<file path="src/rtl/core/lfs_pkg.sv">
// Shared types and constants of the four-sensor line-follow steering block.
// No dependencies; used by every module under rtl/core.
package lfs_pkg;

    localparam int LFS_QUEUE_DEPTH = 4;

    localparam int LFS_SUM_LIMIT  = 100;
    localparam int LFS_SHARP_ERR  = 13;
    localparam int LFS_EDGE_ERR   = 9;
    localparam int LFS_SPEED_MAX  = 1000;

    localparam logic [9:0]  LFS_RST_BASE_SPEED = 10'd300;
    localparam logic [10:0] LFS_RST_PROP_GAIN  = 11'd450;
    localparam logic [7:0]  LFS_RST_INTEG_GAIN = 8'd0;
    localparam logic [10:0] LFS_RST_DERIV_GAIN = 11'd0;
    localparam logic [7:0]  LFS_RST_PERIOD     = 8'd10;
    localparam logic [9:0]  LFS_RST_SHARP_HOLD = 10'd80;
    localparam logic [9:0]  LFS_RST_EDGE_HOLD  = 10'd10;
    localparam logic [7:0]  LFS_RST_LOST_LIMIT = 8'd20;

    localparam int LFS_IN_DATA_W  = 40;
    localparam int LFS_OUT_DATA_W = 40;

    typedef enum logic [2:0] {
        CFG_BASE_SPEED  = 3'd0,
        CFG_PROP_GAIN   = 3'd1,
        CFG_INTEG_GAIN  = 3'd2,
        CFG_DERIV_GAIN  = 3'd3,
        CFG_PERIOD      = 3'd4,
        CFG_SHARP_HOLD  = 3'd5,
        CFG_EDGE_HOLD   = 3'd6,
        CFG_LOST_LIMIT  = 3'd7
    } cfg_idx_t;

    typedef struct packed {
        logic [9:0]  base_speed;
        logic [10:0] prop_gain;
        logic [7:0]  integ_gain;
        logic [10:0] deriv_gain;
        logic [7:0]  update_period_ms;
        logic [9:0]  sharp_hold_ms;
        logic [9:0]  edge_hold_ms;
        logic [7:0]  lost_limit;
    } cfg_t;

    // one classified update, front to back
    typedef struct packed {
        logic               line_lost;
        logic [3:0]         sensor_pattern;
        logic [2:0]         black_count;
        logic signed [4:0]  err;
        logic signed [7:0]  integ;
        logic signed [5:0]  err_delta;
    } q_word_t;

endpackage

</file>
<file path="src/rtl/core/lfs_front.sv">
// Front end: update-period gate, sensor decode, hold timer, lost-line count
// and error/integral state. Depends on lfs_pkg.
module lfs_front
    import lfs_pkg::*;
(
    input  logic        clk,
    input  logic        rst_n,
    input  cfg_t        cfg,
    input  logic        in_valid,
    output logic        in_ready,
    input  logic [31:0] time_ms,
    input  logic        outer_left,
    input  logic        inner_left,
    input  logic        inner_right,
    input  logic        outer_right,
    input  logic        q_space,
    output logic        push,
    output q_word_t     push_word
);

    logic [31:0]       last_reg, last_next;
    logic [31:0]       hold_reg, hold_next;
    logic [7:0]        white_reg, white_next;
    logic signed [4:0] err_reg, err_next;
    logic signed [4:0] prev_reg;
    logic signed [7:0] integ_reg, integ_next;

    logic        accept;
    logic        pass;
    logic [31:0] gap;
    logic [31:0] hold_gap;
    logic        ol, il, ir, orr;
    logic [2:0]  black;
    logic [7:0]  white_inc;
    logic        lost;
    logic signed [8:0] integ_sum;

    assign in_ready = q_space;
    assign accept   = in_valid && in_ready;

    assign gap  = time_ms - last_reg;
    assign pass = (last_reg == 32'd0) || (gap >= {24'd0, cfg.update_period_ms});

    // sensor level 0 is black
    assign ol  = ~outer_left;
    assign il  = ~inner_left;
    assign ir  = ~inner_right;
    assign orr = ~outer_right;
    assign black = 3'(ol) + 3'(il) + 3'(ir) + 3'(orr);

    assign white_inc = (white_reg < cfg.lost_limit) ? white_reg + 8'd1 : white_reg;
    assign lost      = (black == 3'd0) && (white_inc >= cfg.lost_limit);
    assign white_next = (black == 3'd0) ? white_inc : 8'd0;

    assign hold_gap = time_ms - hold_reg;

    always_comb
    begin
        err_next  = err_reg;
        hold_next = hold_reg;
        priority if (ol && il && ir && orr)
        begin
            err_next  = 5'sd0;
            hold_next = time_ms;
        end
        else if ((ol || il) && orr)
        begin
            err_next  = 5'(LFS_SHARP_ERR);
            hold_next = time_ms + {22'd0, cfg.sharp_hold_ms};
        end
        else if (ol && (ir || orr))
        begin
            err_next  = -5'(LFS_SHARP_ERR);
            hold_next = time_ms + {22'd0, cfg.sharp_hold_ms};
        end
        else if (hold_gap[31])
        begin
            err_next = err_reg;     // hold still running
        end
        else if (ol)
        begin
            err_next  = -5'(LFS_EDGE_ERR);
            hold_next = time_ms + {22'd0, cfg.edge_hold_ms};
        end
        else if (orr)
        begin
            err_next  = 5'(LFS_EDGE_ERR);
            hold_next = time_ms + {22'd0, cfg.edge_hold_ms};
        end
        else if (il && !ir)
        begin
            err_next = -5'sd1;
        end
        else if (!il && ir)
        begin
            err_next = 5'sd1;
        end
        else if (il && ir)
        begin
            err_next = 5'sd0;
        end
        else
        begin
            err_next = err_reg;     // all white keeps the error
        end
    end

    assign integ_sum = {integ_reg[7], integ_reg} + {{4{err_next[4]}}, err_next};

    always_comb
    begin
        priority if (integ_sum > 9'(LFS_SUM_LIMIT))
            integ_next = 8'(LFS_SUM_LIMIT);
        else if (integ_sum < -9'(LFS_SUM_LIMIT))
            integ_next = -8'(LFS_SUM_LIMIT);
        else
            integ_next = integ_sum[7:0];
    end

    assign last_next = time_ms;
    assign push      = accept && pass;

    always_comb
    begin
        push_word.line_lost      = lost;
        push_word.sensor_pattern = {inner_left, outer_left, inner_right, outer_right};
        push_word.black_count    = black;
        push_word.err            = err_next;
        push_word.integ          = integ_next;
        push_word.err_delta      = {err_next[4], err_next} - {prev_reg[4], prev_reg};
    end

    always_ff @(posedge clk or negedge rst_n)
    begin
        if (!rst_n)
        begin
            last_reg  <= '0;
            hold_reg  <= '0;
            white_reg <= '0;
            err_reg   <= '0;
            prev_reg  <= '0;
            integ_reg <= '0;
        end
        else if (push)
        begin
            last_reg  <= last_next;
            white_reg <= white_next;
            if (!lost)
            begin
                hold_reg  <= hold_next;
                err_reg   <= err_next;
                prev_reg  <= err_next;
                integ_reg <= integ_next;
            end
        end
    end

    a_integ_clamped: assert property (@(posedge clk) disable iff (!rst_n)
        (integ_reg <= 8'(LFS_SUM_LIMIT)) && (integ_reg >= -8'(LFS_SUM_LIMIT)))
        else $error("integral outside clamp");

    a_err_range: assert property (@(posedge clk) disable iff (!rst_n)
        (err_reg <= 5'(LFS_SHARP_ERR)) && (err_reg >= -5'(LFS_SHARP_ERR)))
        else $error("position error out of range");

    a_lost_keeps_err: assert property (@(posedge clk) disable iff (!rst_n)
        (push && lost) |=> $stable(err_reg) && $stable(integ_reg))
        else $error("lost-line update changed the error state");

endmodule

</file>
<file path="src/rtl/core/lfs_queue.sv">
// Small FIFO of classified updates between front and back end.
// Depends on lfs_pkg for the word type.
module lfs_queue
    import lfs_pkg::*;
#(
    parameter int DEPTH = LFS_QUEUE_DEPTH
)
(
    input  logic    clk,
    input  logic    rst_n,
    input  logic    push,
    input  q_word_t push_word,
    output logic    space,
    output logic    pop_valid,
    input  logic    pop,
    output q_word_t pop_word
);

    localparam int PW = (DEPTH > 1) ? $clog2(DEPTH) : 1;
    localparam int CW = $clog2(DEPTH + 1);

    q_word_t         mem_reg [DEPTH];
    logic [PW-1:0]   wr_reg, wr_next;
    logic [PW-1:0]   rd_reg, rd_next;
    logic [CW-1:0]   count_reg, count_next;
    logic            do_pop;

    assign space     = (count_reg != CW'(DEPTH));
    assign pop_valid = (count_reg != '0);
    assign pop_word  = mem_reg[rd_reg];
    assign do_pop    = pop && pop_valid;

    assign wr_next = (wr_reg == PW'(DEPTH - 1)) ? '0 : wr_reg + PW'(1);
    assign rd_next = (rd_reg == PW'(DEPTH - 1)) ? '0 : rd_reg + PW'(1);

    always_comb
    begin
        unique case ({push, do_pop})
            2'b10:   count_next = count_reg + CW'(1);
            2'b01:   count_next = count_reg - CW'(1);
            default: count_next = count_reg;
        endcase
    end

    always_ff @(posedge clk)
    begin
        if (push)
            mem_reg[wr_reg] <= push_word;
    end

    always_ff @(posedge clk or negedge rst_n)
    begin
        if (!rst_n)
        begin
            wr_reg    <= '0;
            rd_reg    <= '0;
            count_reg <= '0;
        end
        else
        begin
            if (push)
                wr_reg <= wr_next;
            if (do_pop)
                rd_reg <= rd_next;
            count_reg <= count_next;
        end
    end

    a_no_overflow: assert property (@(posedge clk) disable iff (!rst_n)
        push |-> space)
        else $error("write into full queue");

    a_count_bound: assert property (@(posedge clk) disable iff (!rst_n)
        count_reg <= CW'(DEPTH))
        else $error("queue count beyond depth");

endmodule

</file>
<file path="src/rtl/core/lfs_back.sv">
// Back end: PID products in one stage, sum and 16-bit saturation into the
// output register. Depends on lfs_pkg.
module lfs_back
    import lfs_pkg::*;
(
    input  logic                      clk,
    input  logic                      rst_n,
    input  cfg_t                      cfg,
    input  logic                      q_valid,
    output logic                      q_pop,
    input  q_word_t                   q_word,
    output logic                      m_tvalid,
    input  logic                      m_tready,
    output logic [LFS_OUT_DATA_W-1:0] m_tdata,
    output logic                      m_tuser
);

    logic signed [16:0] err_x, integ_x, delta_x;
    logic signed [16:0] pg_x, ig_x, dg_x;
    logic signed [16:0] prod_p, prod_i, prod_d;

    logic               v1_reg;
    logic               lost1_reg;
    logic [3:0]         pat1_reg;
    logic [2:0]         blk1_reg;
    logic signed [16:0] p1_reg, i1_reg, d1_reg;

    logic               out_v_reg;
    logic [9:0]         speed_reg;
    logic [15:0]        turn_reg, turn_next;
    logic [3:0]         pat_reg;
    logic [2:0]         blk_reg;
    logic               lost_reg;

    logic               adv2;
    logic               adv1;
    logic signed [18:0] sum;

    assign adv2  = !out_v_reg || m_tready;
    assign adv1  = !v1_reg || adv2;
    assign q_pop = adv1;

    assign err_x   = {{12{q_word.err[4]}}, q_word.err};
    assign integ_x = {{9{q_word.integ[7]}}, q_word.integ};
    assign delta_x = {{11{q_word.err_delta[5]}}, q_word.err_delta};
    assign pg_x    = {6'd0, cfg.prop_gain};
    assign ig_x    = {9'd0, cfg.integ_gain};
    assign dg_x    = {6'd0, cfg.deriv_gain};

    assign prod_p = err_x * pg_x;
    assign prod_i = integ_x * ig_x;
    assign prod_d = delta_x * dg_x;

    assign sum = {{2{p1_reg[16]}}, p1_reg} + {{2{i1_reg[16]}}, i1_reg}
               + {{2{d1_reg[16]}}, d1_reg};

    always_comb
    begin
        priority if (lost1_reg)
            turn_next = 16'd0;
        else if (sum > 19'sd32767)
            turn_next = 16'h7FFF;
        else if (sum < -19'sd32768)
            turn_next = 16'h8000;
        else
            turn_next = sum[15:0];
    end

    always_ff @(posedge clk or negedge rst_n)
    begin
        if (!rst_n)
        begin
            v1_reg    <= 1'b0;
            out_v_reg <= 1'b0;
        end
        else
        begin
            if (adv1)
                v1_reg <= q_valid;
            if (adv2)
                out_v_reg <= v1_reg;
        end
    end

    always_ff @(posedge clk)
    begin
        if (adv1)
        begin
            lost1_reg <= q_word.line_lost;
            pat1_reg  <= q_word.sensor_pattern;
            blk1_reg  <= q_word.black_count;
            p1_reg    <= prod_p;
            i1_reg    <= prod_i;
            d1_reg    <= prod_d;
        end
        if (adv2)
        begin
            speed_reg <= lost1_reg ? 10'd0 : cfg.base_speed;
            turn_reg  <= turn_next;
            pat_reg   <= pat1_reg;
            blk_reg   <= blk1_reg;
            lost_reg  <= lost1_reg;
        end
    end

    assign m_tvalid = out_v_reg;
    assign m_tuser  = lost_reg;
    assign m_tdata  = {7'd0, blk_reg, pat_reg, turn_reg, speed_reg};

    a_stop_is_zero: assert property (@(posedge clk) disable iff (!rst_n)
        (out_v_reg && lost_reg) |-> (speed_reg == 10'd0) && (turn_reg == 16'd0))
        else $error("stop word carries nonzero drive");

endmodule

</file>
<file path="src/rtl/core/four_sensor_line_follow_steering.sv">
// Top level of the four-sensor line-follow steering block: configuration
// registers, front end, queue and PID back end. Depends on lfs_pkg.
//
//  channel  | dir | handshake               | payload
//  ---------+-----+-------------------------+---------------------------------------
//  s_*      | in  | s_tvalid / s_tready     | tdata: time_ms, outer_left, inner_left,
//           |     |                         |        inner_right, outer_right
//  m_*      | out | m_tvalid / m_tready     | tdata: drive_speed, drive_turn,
//           |     |                         |        sensor_pattern, black_count
//           |     |                         | tuser: line_lost
//  cfg_*    | in  | cfg_valid / cfg_ready   | cfg_index, cfg_data
//
// One input word per cycle while the queue has space; an update word is decoded
// in the front, then registered in the queue, the product stage and the output register.
// Words inside the update period are taken and dropped, giving no output.
// The queue decouples the front: s_tready drops only when it is full.
// Reset clears the decode state and loads register defaults; no clearing pass.
module four_sensor_line_follow_steering
    import lfs_pkg::*;
#(
    parameter int QUEUE_DEPTH = LFS_QUEUE_DEPTH
)
(
    input  logic                      clk,
    input  logic                      rst_n,
    input  logic                      s_tvalid,
    output logic                      s_tready,
    // [31:0] time_ms, [32] outer_left, [33] inner_left, [34] inner_right,
    // [35] outer_right, [39:36] zero
    input  logic [LFS_IN_DATA_W-1:0]  s_tdata,
    output logic                      m_tvalid,
    input  logic                      m_tready,
    // [9:0] drive_speed, [25:10] drive_turn, [29:26] sensor_pattern,
    // [32:30] black_count, [39:33] zero
    output logic [LFS_OUT_DATA_W-1:0] m_tdata,
    // [0] line_lost
    output logic                      m_tuser,
    input  logic                      cfg_valid,
    output logic                      cfg_ready,
    input  logic [2:0]                cfg_index,
    input  logic [10:0]               cfg_data
);

    cfg_t       cfg_reg;
    logic [9:0] speed_wr;

    logic    q_space;
    logic    push;
    q_word_t push_word;
    logic    q_valid;
    logic    q_pop;
    q_word_t q_word;

    assign cfg_ready = 1'b1;
    assign speed_wr  = (cfg_data[9:0] > 10'(LFS_SPEED_MAX)) ? 10'(LFS_SPEED_MAX)
                                                             : cfg_data[9:0];

    always_ff @(posedge clk or negedge rst_n)
    begin
        if (!rst_n)
        begin
            cfg_reg.base_speed       <= LFS_RST_BASE_SPEED;
            cfg_reg.prop_gain        <= LFS_RST_PROP_GAIN;
            cfg_reg.integ_gain       <= LFS_RST_INTEG_GAIN;
            cfg_reg.deriv_gain       <= LFS_RST_DERIV_GAIN;
            cfg_reg.update_period_ms <= LFS_RST_PERIOD;
            cfg_reg.sharp_hold_ms    <= LFS_RST_SHARP_HOLD;
            cfg_reg.edge_hold_ms     <= LFS_RST_EDGE_HOLD;
            cfg_reg.lost_limit       <= LFS_RST_LOST_LIMIT;
        end
        else if (cfg_valid && cfg_ready)
        begin
            unique case (cfg_idx_t'(cfg_index))
                CFG_BASE_SPEED: cfg_reg.base_speed       <= speed_wr;
                CFG_PROP_GAIN:  cfg_reg.prop_gain        <= cfg_data;
                CFG_INTEG_GAIN: cfg_reg.integ_gain       <= cfg_data[7:0];
                CFG_DERIV_GAIN: cfg_reg.deriv_gain       <= cfg_data;
                CFG_PERIOD:     cfg_reg.update_period_ms <= cfg_data[7:0];
                CFG_SHARP_HOLD: cfg_reg.sharp_hold_ms    <= cfg_data[9:0];
                CFG_EDGE_HOLD:  cfg_reg.edge_hold_ms     <= cfg_data[9:0];
                CFG_LOST_LIMIT: cfg_reg.lost_limit       <= cfg_data[7:0];
                default:        cfg_reg.lost_limit       <= cfg_reg.lost_limit;
            endcase
        end
    end

    lfs_front u_front (
        .clk         (clk),
        .rst_n       (rst_n),
        .cfg         (cfg_reg),
        .in_valid    (s_tvalid),
        .in_ready    (s_tready),
        .time_ms     (s_tdata[31:0]),
        .outer_left  (s_tdata[32]),
        .inner_left  (s_tdata[33]),
        .inner_right (s_tdata[34]),
        .outer_right (s_tdata[35]),
        .q_space     (q_space),
        .push        (push),
        .push_word   (push_word)
    );

    lfs_queue #(
        .DEPTH (QUEUE_DEPTH)
    ) u_queue (
        .clk       (clk),
        .rst_n     (rst_n),
        .push      (push),
        .push_word (push_word),
        .space     (q_space),
        .pop_valid (q_valid),
        .pop       (q_pop),
        .pop_word  (q_word)
    );

    lfs_back u_back (
        .clk      (clk),
        .rst_n    (rst_n),
        .cfg      (cfg_reg),
        .q_valid  (q_valid),
        .q_pop    (q_pop),
        .q_word   (q_word),
        .m_tvalid (m_tvalid),
        .m_tready (m_tready),
        .m_tdata  (m_tdata),
        .m_tuser  (m_tuser)
    );

endmodule

</file>
<file path="config.mk">
export PLATFORM = sky130hd
export DESIGN_NAME = four_sensor_line_follow_steering
export DESIGN_NICKNAME = d
export VERILOG_FILES = /design/src/rtl/core/lfs_pkg.sv /design/src/rtl/core/lfs_front.sv /design/src/rtl/core/lfs_queue.sv /design/src/rtl/core/lfs_back.sv /design/src/rtl/core/four_sensor_line_follow_steering.sv
export SDC_FILE = /design/constraint.sdc
export NUM_CORES = 1
export LEC_CHECK = 0
export BUFFER_PORTS_ARGS = -buffer_cell sky130_fd_sc_hd__buf_2
export CAP_MARGIN = 20
export CORE_MARGIN = 5
export CORE_UTILIZATION = 55
export CTS_CLUSTER_DIAMETER = 80
export DETAILED_ROUTE_END_ITERATION = 16
export GPL_TIMING_DRIVEN = 1
export PLACE_DENSITY = 0.72
export SYNTH_ARGS = -nofsm -noshare
export SYNTH_HDL_FRONTEND = slang
export SYNTH_SLANG_ARGS = --single-unit
</file>
<file path="constraint.sdc">
create_clock -name clk -period 10.2 [get_ports clk]
set_input_delay 2.04 -clock clk [delete_from_list [all_inputs] [get_ports clk]]
set_output_delay 2.04 -clock clk [all_outputs]
set_load 0.02 [all_outputs]
</file>
==> run_results.csv <==
group,metric,value,unit
sta,finalMaxSlewViolations,0,
synthesis,synth_flop_cell,"edfxtp_1",
route,dr_wl_met2,30.9,mm
layout,syn_to_final_growth,9.40,%
synthesis,ys_seq_area_frac,0.382,
place,portBuffers,90,
sta,grt_setup_unrepaired,"false",
critical_path,path_cells,"buf_2 -> ha_1 -> nand4_1 -> nor4_1 -> and2_1 -> o211a_1 -> or3_1 -> nand2_1 -> a21oi_1 -> a21o_1 -> inv_1 -> fa_1 -> a21o_1 -> a21oi_1 -> o21bai_1 -> a21oi_1 -> nor2b_1 -> o22ai_1 -> nand2_1 -> o21a_1 -> o21ai_0 -> mux2_2",
outcome,status,"finished clean",
clock_network,cts_tree,"yes",
clock_network,clk_path_buf_depth,3,
synthesis,synth_top_area_cell,"edfxtp_1",
global_routing,track_usage,0.229,
critical_path,cp_top_family,"compound AO/OA/AOI/OAI gates",
floorplan,start_util,0.554,
route,ant_nets,0,
floorplan,core_area,0.0487,sq mm
clock_network,cts_max_level,2,
synthesis,synthCells,2532,
layout,drive_gt1_frac,0.129,
sta,timing.final.crit_share,0.719,
hold_path,min_path_type,"register to register",
sta,hold_viol_final,0,
floorplan,ios,103,
synthesis,synth_seq_cells,371,
floorplan,die_area,0.0537,sq mm
synthesis,synth_cell_types,87,
synthesis,avgSynthCellArea,10.7,sq um
critical_path,crit_path_start_kind,"input pin",
global_routing,grt_max_degree,96,
synthesis,ys_async_sr_fraction,0.458,
critical_path,worstPathRequired,10.71,ns
sta,worst_pin_slew,1.05,ns
route,initialDrtViolationCount,1110,
place,placed_area,0.0281,sq mm
layout,largest_register_ffs,108,
sta,setup_viol,0,
synthesis,synth_edf_count,201,
sta,tns,0,ns
run,cap_violations,0,
sta,relSlewSlack,0.295,
layout,finalInstanceArea,0.0296,sq mm
global_routing,first_global_vias,19100,
route,top_layer,"met5",
sta,clock_skew,0.0241,ns
route,wl_per_cell,18.5,um
critical_path,crit_path_top_delay_cell,"o22ai_1",
layout,final_cell_mix,"inv_1 (288), ha_1 (277), nand2_1 (214)",
route,drt_wl_total,61.3,mm
critical_path,path_max_fanout,12,
sta,min_period,7.33,ns
critical_path,cp.buffers_inverters,2,
route,via_count,18800,
clock_network,postCtsSetupBuffers,0,
clock_network,clock_latency,0.58,ns
clock_network,hold_buffers,0,
synthesis,yosysWarnings,0,
global_routing,grt_pass1_wl,99.6,mm
critical_path,max_stage_delay,0.69,ns
floorplan,num_rows,81,
floorplan,chipHeight,232,um
clock_network,path_clk_slew,0.06,ns
place,globalplace.congestion,0.904,
global_routing,grt-ovfl-total,0,
floorplan,die_x,232,um
synthesis,synth_area,0.0270,sq mm
route,drc_errors,0,
route,wl_met1,26.1,mm
route,dr.pass1.iters,5,
sta,fmax,136,MHz
synthesis,netlist.area_leader.share,0.223,
clock_network,cts_buffers,42,
critical_path,crit_path_end_kind,"register",
global_routing,antenna_found_initial,6,
clock_network,ctsResizeCount,0,
synthesis,synth_area_leaders,"edfxtp_1 (22%), dfrtp_1 (14%), ha_1 (13%)",
place,dp_hpwl,46.6,mm
critical_path,path_common_cell,"a21oi_1",
route,route.met3.wl,2.56,mm
clock_network,cts_root_buffer,"clkbuf_16",
critical_path,worst-setup-path-type,"input pin to register",
critical_path,arrival,7.84,ns
layout,layout_commonest_cell,"inv_1",
layout,nets,3059,
route,vias_per_cell,5.68,
clock_network,cts.sinks,371,
## synth_stat cells (all sizes together), types with 20 or more instances
library cell	instances
nor3	39
and2	96
xnor2	85
inv	289
ha	277
dfrtp	154
mux2i	38
edfxtp	201
nor4	20
mux4	27
mux2	110
xor2	43
nand2b	45
a21o	44
clkbuf	49
o21ai	96
fa	111
nor2b	38
buf	31
nand2	215
nor2	106
nand3	29
a21oi	105
nand4	30
## layout make-up
cell class,count,area [sq um]
Multi-Input combinational cell,1798,15300
Clock buffer,60,1210
Fill cell,3991,19200
Inverter,289,1080
Clock inverter,17,210
Sequential cell,371,10300
Timing Repair Buffer,110,627
Antenna cell,2,5.00
Tap cell,664,831
## logic make-up after synthesis
family | synth area share
flip-flops | 0.382
AND/OR/NAND/NOR | 0.125
adder cells (fa/ha/maj) | 0.211
buffers and inverters | 0.0542
XOR/XNOR | 0.0415
other | 0.000278
AO/OA/AOI/OAI | 0.104
multiplexers | 0.0824
## path summary, 6_finish.rpt
check / startpoint / endpoint / slack [ns] / depth (start not counted)
max in group asynchronous: rst_n / cfg_reg[29]$_DFFE_PN1P_ / 7.39 / 3
min in group asynchronous: rst_n / u_front.integ_reg[4]$_DFFE_PN0P_ / 1.59 / 1
worst max-delay path: s_tdata[28] / u_front.integ_reg[4]$_DFFE_PN0P_ / 2.87 / 22
worst min register to register: u_back.pat1_reg[0]$_DFFE_PP_ / u_back.pat_reg[0]$_DFFE_PP_ / 0.42 / 0
worst max register to register: u_queue.rd_reg[0]$_DFFE_PN0P_ / u_back.i1_reg[16]$_DFFE_PP_ / 3.78 / 20
worst min-delay path: u_back.pat1_reg[0]$_DFFE_PP_ / u_back.pat_reg[0]$_DFFE_PP_ / 0.42 / 0
## per-layer routing
| metal | vias up | GRT usage |
|---|---|---|
| met5 | - | 0 |
| met4 | 4 | 0.0681 |
| met3 | 108 | 0.0305 |
| met2 | 368 | 0.406 |
| met1 | 9274 | 0.294 |
| li1 | 9048 | - |
## per-stage QoR
stage / setup WS [ns] / util / std cells / hold slack [ns]
floorplan: 3.35 / - / 2538 / 0.400
global placement: 2.56 / 0.576 / 3229 / 0.403
detailed placement: 2.38 / 0.576 / 3229 / 0.406
CTS: 2.96 / 0.605 / 3306 / 0.423
global route: 2.48 / 0.606 / 3310 / 0.435
finish: 2.87 / 0.606 / 3311 / 0.423
Power is left out: the tool's default activity adds up to more than one toggle a clock period on the data nets, which glitch-free logic cannot reach.
